$ cat src/hw/rtl/assert_macros.svh
// Assertion macros shared by the semaphore RTL.
`ifndef ASSERT_MACROS_SVH
`define ASSERT_MACROS_SVH

// Property must hold at every clock edge out of reset.
`define CSFW_ASSERT(label, clk, rstn, prop, msg) \
    label: assert property (@(posedge clk) disable iff (!rstn) prop) else $error(msg);

// Condition must never be true out of reset.
`define CSFW_NEVER(label, clk, rstn, cond, msg) \
    label: assert property (@(posedge clk) disable iff (!rstn) !(cond)) else $error(msg);

`endif

$ cat src/hw/rtl/csfw_pkg.sv
// Types and constants for the counting semaphore with waiter queue.
package csfw_pkg;

    localparam int QUEUE_DEPTH_DEF  = 16;
    localparam int TASK_ID_BITS_DEF = 8;

    localparam int TASK_ID_W = 8;
    localparam int COUNT_W   = 8;

    localparam logic [COUNT_W-1:0] COUNT_MAX = 8'hFF;
    localparam logic [COUNT_W-1:0] COUNT_RST = 8'd1;

    localparam logic [1:0] REQ_WAIT   = 2'd0;
    localparam logic [1:0] REQ_SIGNAL = 2'd1;
    localparam logic [1:0] REQ_CLOSE  = 2'd2;

    localparam logic [1:0] KIND_ACK     = 2'd0;
    localparam logic [1:0] KIND_RELEASE = 2'd1;
    localparam logic [1:0] KIND_REJECT  = 2'd2;

    typedef struct packed {
        logic [1:0]           func;
        logic [TASK_ID_W-1:0] task_id;
    } req_t;

    typedef struct packed {
        logic [TASK_ID_W-1:0] reply_task;
        logic [1:0]           reply_kind;
        logic                 last;
    } reply_t;

    typedef struct packed {
        logic empty;
        logic full;
    } q_status_t;

endpackage

$ cat src/hw/rtl/csfw_queue.sv
// Waiter queue: task id memory with head/tail pointers and fill count.
module csfw_queue #(
    parameter int DEPTH = csfw_pkg::QUEUE_DEPTH_DEF,
    parameter int ID_W  = csfw_pkg::TASK_ID_BITS_DEF
) (
    input  logic                  aclk,
    input  logic                  aresetn,
    input  logic                  push,
    input  logic [ID_W-1:0]       push_id,
    input  logic                  pop,
    input  logic                  rd_req,
    output logic [ID_W-1:0]       rd_id,
    output csfw_pkg::q_status_t   status
);
    import csfw_pkg::*;

    `include "assert_macros.svh"

    localparam int PTR_W  = (DEPTH > 1) ? $clog2(DEPTH) : 1;
    localparam int FILL_W = $clog2(DEPTH + 1);
    localparam logic [PTR_W-1:0]  PTR_LAST = PTR_W'(DEPTH - 1);
    localparam logic [FILL_W-1:0] FILL_MAX = FILL_W'(DEPTH);

    logic [ID_W-1:0]   mem [DEPTH];
    logic [ID_W-1:0]   rd_id_reg;
    logic [PTR_W-1:0]  head_reg, head_next;
    logic [PTR_W-1:0]  tail_reg, tail_next;
    logic [FILL_W-1:0] fill_reg, fill_next;

    // Writes land at the tail; the head is prefetched when a request is taken.
    always_ff @(posedge aclk) begin
        if (push) begin
            mem[tail_reg] <= push_id;
        end
        if (rd_req) begin
            rd_id_reg <= mem[head_reg];
        end
    end

    always_comb begin
        head_next = head_reg;
        tail_next = tail_reg;
        fill_next = fill_reg;
        if (push) begin
            tail_next = (tail_reg == PTR_LAST) ? '0 : tail_reg + 1'b1;
            fill_next = fill_reg + 1'b1;
        end
        if (pop) begin
            head_next = (head_reg == PTR_LAST) ? '0 : head_reg + 1'b1;
            fill_next = fill_reg - 1'b1;
        end
    end

    always_ff @(posedge aclk) begin
        if (!aresetn) begin
            head_reg <= '0;
            tail_reg <= '0;
            fill_reg <= '0;
        end else begin
            head_reg <= head_next;
            tail_reg <= tail_next;
            fill_reg <= fill_next;
        end
    end

    assign rd_id        = rd_id_reg;
    assign status.empty = (fill_reg == '0);
    assign status.full  = (fill_reg == FILL_MAX);

    `CSFW_ASSERT(a_fill_bound, aclk, aresetn, fill_reg <= FILL_MAX, "queue fill above depth")
    `CSFW_ASSERT(a_empty_ptrs, aclk, aresetn, (fill_reg == '0) |-> (head_reg == tail_reg), "empty queue with pointers apart")
    `CSFW_NEVER(a_push_pop, aclk, aresetn, push && pop, "push and pop in one cycle")

endmodule

$ cat src/hw/rtl/counting_semaphore_fifo_waiters_top.sv
// Counting semaphore with a FIFO queue of waiting tasks (top level).
//
//  channel | dir | ports                       | payload
//  --------+-----+-----------------------------+-------------------------------
//  request | in  | s_valid, s_ready, s_data    | func, task_id
//  reply   | out | m_valid, m_ready, m_data    | reply_task, reply_kind, last
//  config  | in  | cfg_valid, cfg_ready, cfg_data | initial_count (reloads count)
//
//  One request at a time: accept cycle (queue head prefetched from memory),
//  then an execute cycle; a signal that releases a waiter adds a release
//  state, since the reply register emits one result per cycle when m_ready allows.
//  Execute steps that reply, and release, wait while the reply register is held by m_ready low.
//  Reset: synchronous, active low; count returns to 1, queue empty, open.
//  The queue memory itself is not cleared; entries are used only once written.
module counting_semaphore_fifo_waiters_top #(
    parameter int QUEUE_DEPTH  = csfw_pkg::QUEUE_DEPTH_DEF,
    parameter int TASK_ID_BITS = csfw_pkg::TASK_ID_BITS_DEF
) (
    input  logic                  aclk,
    input  logic                  aresetn,
    input  logic                  s_valid,
    output logic                  s_ready,
    input  csfw_pkg::req_t        s_data,
    output logic                  m_valid,
    input  logic                  m_ready,
    output csfw_pkg::reply_t      m_data,
    input  logic                  cfg_valid,
    output logic                  cfg_ready,
    input  logic [7:0]            cfg_data
);
    import csfw_pkg::*;

    `include "assert_macros.svh"

    localparam int ID_W = (TASK_ID_BITS < TASK_ID_W) ? TASK_ID_BITS : TASK_ID_W;

    localparam logic [1:0] ST_IDLE = 2'd0;
    localparam logic [1:0] ST_EXEC = 2'd1;
    localparam logic [1:0] ST_REL  = 2'd2;

    logic [1:0]         state_reg, state_next;
    logic [1:0]         func_reg;
    logic [ID_W-1:0]    task_reg;
    logic [COUNT_W-1:0] count_reg, count_next;
    logic               closed_reg, closed_next;
    logic               m_valid_reg, m_valid_next;
    reply_t             m_data_reg, m_data_next;

    logic               take;
    logic               slot_free;
    logic               emit;
    reply_t             emit_data;
    logic               push, pop;
    logic [ID_W-1:0]    head_id;
    q_status_t          q_stat;

    assign take      = s_valid && s_ready;
    assign slot_free = !m_valid_reg || m_ready;
    assign s_ready   = (state_reg == ST_IDLE);
    assign cfg_ready = 1'b1;

    always_ff @(posedge aclk) begin
        if (take) begin
            func_reg <= s_data.func;
            task_reg <= s_data.task_id[ID_W-1:0];
        end
    end

    csfw_queue #(
        .DEPTH (QUEUE_DEPTH),
        .ID_W  (ID_W)
    ) u_queue (
        .aclk    (aclk),
        .aresetn (aresetn),
        .push    (push),
        .push_id (task_reg),
        .pop     (pop),
        .rd_req  (take),
        .rd_id   (head_id),
        .status  (q_stat)
    );

    always_comb begin
        state_next  = state_reg;
        count_next  = count_reg;
        closed_next = closed_reg;
        emit        = 1'b0;
        emit_data   = '{reply_task: TASK_ID_W'(task_reg), reply_kind: KIND_ACK, last: 1'b1};
        push        = 1'b0;
        pop         = 1'b0;

        case (state_reg)
            ST_IDLE: begin
                if (take) begin
                    state_next = ST_EXEC;
                end
            end
            ST_EXEC: begin
                if (closed_reg) begin
                    state_next = ST_IDLE;
                end else begin
                    case (func_reg)
                        REQ_WAIT: begin
                            if (count_reg != '0) begin
                                if (slot_free) begin
                                    emit       = 1'b1;
                                    count_next = count_reg - 1'b1;
                                    state_next = ST_IDLE;
                                end
                            end else if (q_stat.full) begin
                                if (slot_free) begin
                                    emit                 = 1'b1;
                                    emit_data.reply_kind = KIND_REJECT;
                                    state_next           = ST_IDLE;
                                end
                            end else begin
                                push       = 1'b1;
                                state_next = ST_IDLE;
                            end
                        end
                        REQ_SIGNAL: begin
                            if (slot_free) begin
                                emit = 1'b1;
                                if (q_stat.empty) begin
                                    if (count_reg != COUNT_MAX) begin
                                        count_next = count_reg + 1'b1;
                                    end
                                    state_next = ST_IDLE;
                                end else begin
                                    emit_data.last = 1'b0;
                                    state_next     = ST_REL;
                                end
                            end
                        end
                        REQ_CLOSE: begin
                            if (slot_free) begin
                                emit        = 1'b1;
                                closed_next = 1'b1;
                                state_next  = ST_IDLE;
                            end
                        end
                        default: begin
                            state_next = ST_IDLE;
                        end
                    endcase
                end
            end
            ST_REL: begin
                if (slot_free) begin
                    emit                 = 1'b1;
                    emit_data.reply_task = TASK_ID_W'(head_id);
                    emit_data.reply_kind = KIND_RELEASE;
                    pop                  = 1'b1;
                    state_next           = ST_IDLE;
                end
            end
            default: begin
                state_next = ST_IDLE;
            end
        endcase

        // config write reloads the count directly
        if (cfg_valid && cfg_ready) begin
            count_next = cfg_data;
        end
    end

    always_comb begin
        m_data_next  = m_data_reg;
        m_valid_next = m_valid_reg && !m_ready;
        if (emit) begin
            m_valid_next = 1'b1;
            m_data_next  = emit_data;
        end
    end

    always_ff @(posedge aclk) begin
        m_data_reg <= m_data_next;
    end

    always_ff @(posedge aclk) begin
        if (!aresetn) begin
            state_reg   <= ST_IDLE;
            count_reg   <= COUNT_RST;
            closed_reg  <= 1'b0;
            m_valid_reg <= 1'b0;
        end else begin
            state_reg   <= state_next;
            count_reg   <= count_next;
            closed_reg  <= closed_next;
            m_valid_reg <= m_valid_next;
        end
    end

    assign m_valid = m_valid_reg;
    assign m_data  = m_data_reg;

    `CSFW_ASSERT(a_rel_nonempty, aclk, aresetn, (state_reg == ST_REL) |-> !q_stat.empty, "release with empty queue")
    `CSFW_ASSERT(a_rel_after_ack, aclk, aresetn, $rose(state_reg == ST_REL) |-> (m_valid_reg && !m_data_reg.last), "release not preceded by open ack")
    `CSFW_ASSERT(a_closed_sticks, aclk, aresetn, closed_reg |=> closed_reg, "closed flag dropped")
    `CSFW_NEVER(a_emit_busy, aclk, aresetn, emit && !slot_free, "reply overwritten while stalled")

endmodule
$ cat config.mk
export PLATFORM = sky130hd
export DESIGN_NAME = counting_semaphore_fifo_waiters_top
export DESIGN_NICKNAME = d
export VERILOG_FILES = /design/src/hw/rtl/csfw_pkg.sv /design/src/hw/rtl/csfw_queue.sv /design/src/hw/rtl/counting_semaphore_fifo_waiters_top.sv
export VERILOG_INCLUDE_DIRS = /design/src /design/src/hw/rtl
export SDC_FILE = /design/constraint.sdc
export NUM_CORES = 1
export LEC_CHECK = 0
export BUFFER_PORTS_ARGS = -buffer_cell sky130_fd_sc_hd__buf_4
export CAP_MARGIN = 20
export CORE_MARGIN = 4
export CORE_UTILIZATION = 50
export CTS_BUF_LIST = sky130_fd_sc_hd__clkbuf_16
export CTS_CLUSTER_DIAMETER = 120
export DETAILED_ROUTE_END_ITERATION = 8
export GPL_ROUTABILITY_DRIVEN = 0
export PLACE_DENSITY = 0.78
export SYNTH_ARGS = -nofsm -noshare
export SYNTH_HDL_FRONTEND = slang
export SYNTH_SLANG_ARGS = --single-unit
$ cat constraint.sdc
create_clock -name aclk -period 3.39 [get_ports aclk]
set_clock_uncertainty 0.1 [all_clocks]
set_input_delay 0.678 -clock aclk [delete_from_list [all_inputs] [get_ports aclk]]
set_output_delay 0.678 -clock aclk [all_outputs]
set_load 0.005 [all_outputs]
==> flow_summary.toml <==
[run_status]
status = "finished, final reports clean"

[finish]
num-fill-cells = 1105
diodes = 0
layout_commonest_cell = "edfxtp_1"
area_growth_pct = 15.1
largest_register_ffs = 128
drive_above_1_share_pct = 24.8
fin_util_pct = 58.6
mostFrequentLayoutCells = "157 x edfxtp_1, 54 x buf_4, 43 x nand2_1, 40 x mux4_2, 24 x dfxtp_1"
nets = 571

[global_route]
grt_pass1_wl_mm = 24.3
grt_max_degree = 37
grt_pass1_vias = 4316
antenna_found_initial = 0
track_usage_pct = 18.4
grt-ovfl-total = 0

[pwr]
max-vdd-ir-drop_uv = 638
power.leakage_nw = 3.04
sequentialPowerShare_pct = 52.9
power.internal_mw = 3.72
p_sw_mw = 1.01
p_clk_share_pct = 43.6
combPwrFrac_pct = 3.5
powerDensity_nw_per_um2 = 533
sw_frac_of_total_pct = 21.4

[clock_tree]
cts_buffer_depth = 2
root_buffer = "clkbuf_16"
hold_buffers = 0
cts_made_buffers = 17
post-cts-setup-buffer-count = 0
path_clk_slew_ns = 0.07
cts.sinks = 182
cts_tree = "built"
cts_resized = 0
clock_latency_ns = 0.43
h-tree-depth = 4

[sta]
max_slew_margin_pct = 48.9
min_period_ns = 2.77
drv_slew = 0
finalCritPeriodShare_pct = 81.6
fmax_ghz = 0.362
rsz0062_at_grt = "false"
hold_viol = 0
fin_tns_setup_ns = 0
worst_pin_slew_ns = 0.763
finalSetupViolCount = 0

[drt]
postRouteWirelength_mm = 15.2
dr.pass1.iters = 4
avgViaCountPerCell = 5.75
routed_wire_length_per_instance_um = 21.0
ant_nets = 0
vias = 4169
remaining_drc_errors = 0
drt_iter0_markers = 360

[setup_path]
worst_setup_path_start_kind = "flop"
crit_start = "state_reg[0]"
cp-end-kind = "flop"
worstPathArrival_ns = 2.98
cp.required_ns = 3.61
worstReg2RegStart = "state_reg[0]"
crit_fanout = 13
path_class = "reg -> reg"

[floorplanning]
initial_utilization_pct = 50.9
fp.dieW_um = 132
die_h_um = 132
core_um2 = 15100
pin_count = 37
die_area_um2 = 17500
num_rows = 45

[synth]
ys_ff_latch = 182
ys_types = 52
synth_top_cell_area_share_pct = 61.2
synth_nets = 519
mappedNetlistArea_um2 = 7710
synth_cells = 472
synthFlopType = "edfxtp_1"
yosys.area.top_type = "edfxtp_1"
syn_avg_cell_area_um2 = 16.3
synthArstFlopShare_pct = 0
ys_top_cells_by_area = "edfxtp_1 61%, mux4_2 12%, dfxtp_1 6.5%"
synth_warnings = 0
synth-edff-count = 157
seq_area_frac_synth_pct = 67.7

[worst_hold_path]
hp-class = "in -> reg"
worstHoldStart = "s_data[7]"

[job]
maxCapViolations = 0

[placement]
dp_hpwl_mm = 9.90
portBuffers = 35
-- final cells by class --
class / count / area (µm²) / area share, %
Sequential cell: 182 / 5220 / 58.8
Tap cell: 188 / 235 / 2.65
Clock buffer: 17 / 425 / 4.79
Multi-Input combinational cell: 251 / 2330 / 26.3
Clock inverter: 15 / 191 / 2.16
Inverter: 18 / 67.6 / 0.761
Timing Repair Buffer: 54 / 405 / 4.57
-- synth_stat cells, types with 3 or more instances --
| library cell | instances |
|---|---|
| edfxtp_1 | 157 |
| nand2_1 | 43 |
| mux4_2 | 40 |
| dfxtp_1 | 25 |
| ha_1 | 22 |
| nor2_1 | 21 |
| inv_1 | 18 |
| a21oi_1 | 17 |
| o21ai_0 | 13 |
| clkbuf_1 | 10 |
| xnor2_1 | 10 |
| nor2b_1 | 9 |
| buf_2 | 8 |
| mux2i_1 | 8 |
| nor3_1 | 6 |
| and2_1 | 5 |
| a21o_1 | 4 |
| a31oi_1 | 4 |
| nand2b_1 | 4 |
| nand3_1 | 4 |
| a21boi_0 | 3 |
-- critical path, stage by stage, from the launching register on --
cell and delay, ns:
dfxtp_1 0.38, inv_1 0.10, ha_1 0.23, nand2_1 0.38, inv_1 0.15, ha_1 0.37
nor2b_1 0.15, o21ai_0 0.19, a21oi_1 0.09, a21boi_0 0.25, xnor2_1 0.10, and2_1 0.16
-- power by group through the flow --
stage | Sequential [mW] | Combinational, mW | Clock [mW]
5_1_grt | 2.51 | 0.186 | 2.19
3_5_place_dp | 2.55 | 0.163 | 0
3_3_place_gp | 2.55 | 0.157 | 0
4_1_cts | 2.50 | 0.165 | 2.08
2_1_floorplan | 2.53 | 0.114 | 0
6_report | 2.50 | 0.166 | 2.06
-- cell families after synthesis --
logic type	Yosys count	share of synthesized area [%]
buffers and inverters	39	2.08
adders and majority gates	24	4.09
AOI/OAI and AO/OA	54	4.38
other	1	0.0487
muxes	48	12.7
DFF	182	67.7
and+or+nand+nor	112	7.65
xor gates and xnor gates	12	1.36
-- per-layer routing --
metal	GRT usage [%]	share of wire, %	vias to the layer above
li1	-	-	1915
met1	24.8	43	2097
met2	30.3	50	146
met3	5.23	5.9	11
met4	3.44	0.83	0
met5	0	0	-
-- through the flow --
stage          hold WS (ns)  power [mW]  area, µm²  instances  setup WS [ns]
2_1_floorplan         0.350        2.65       7710        472          0.656
5_1_grt               0.302        4.89       8870        725          0.454
4_1_cts               0.312        4.74       8870        725          0.629
3_3_place_gp          0.391        2.70       8260        693          0.500
6_report              0.328        4.73       8870        725          0.624
3_5_place_dp          0.400        2.71       8260        693          0.382
-- final timing paths --
check / slack, ns / end / depth (start not counted)
max: 0.62 / u_queue.fill_reg[4] / 11
min reg2reg: 0.41 / closed_reg / 2
min: 0.33 / task_reg[7] / 1
max reg2reg: 0.62 / u_queue.fill_reg[4] / 11
Power figures use the tool's default switching activity.
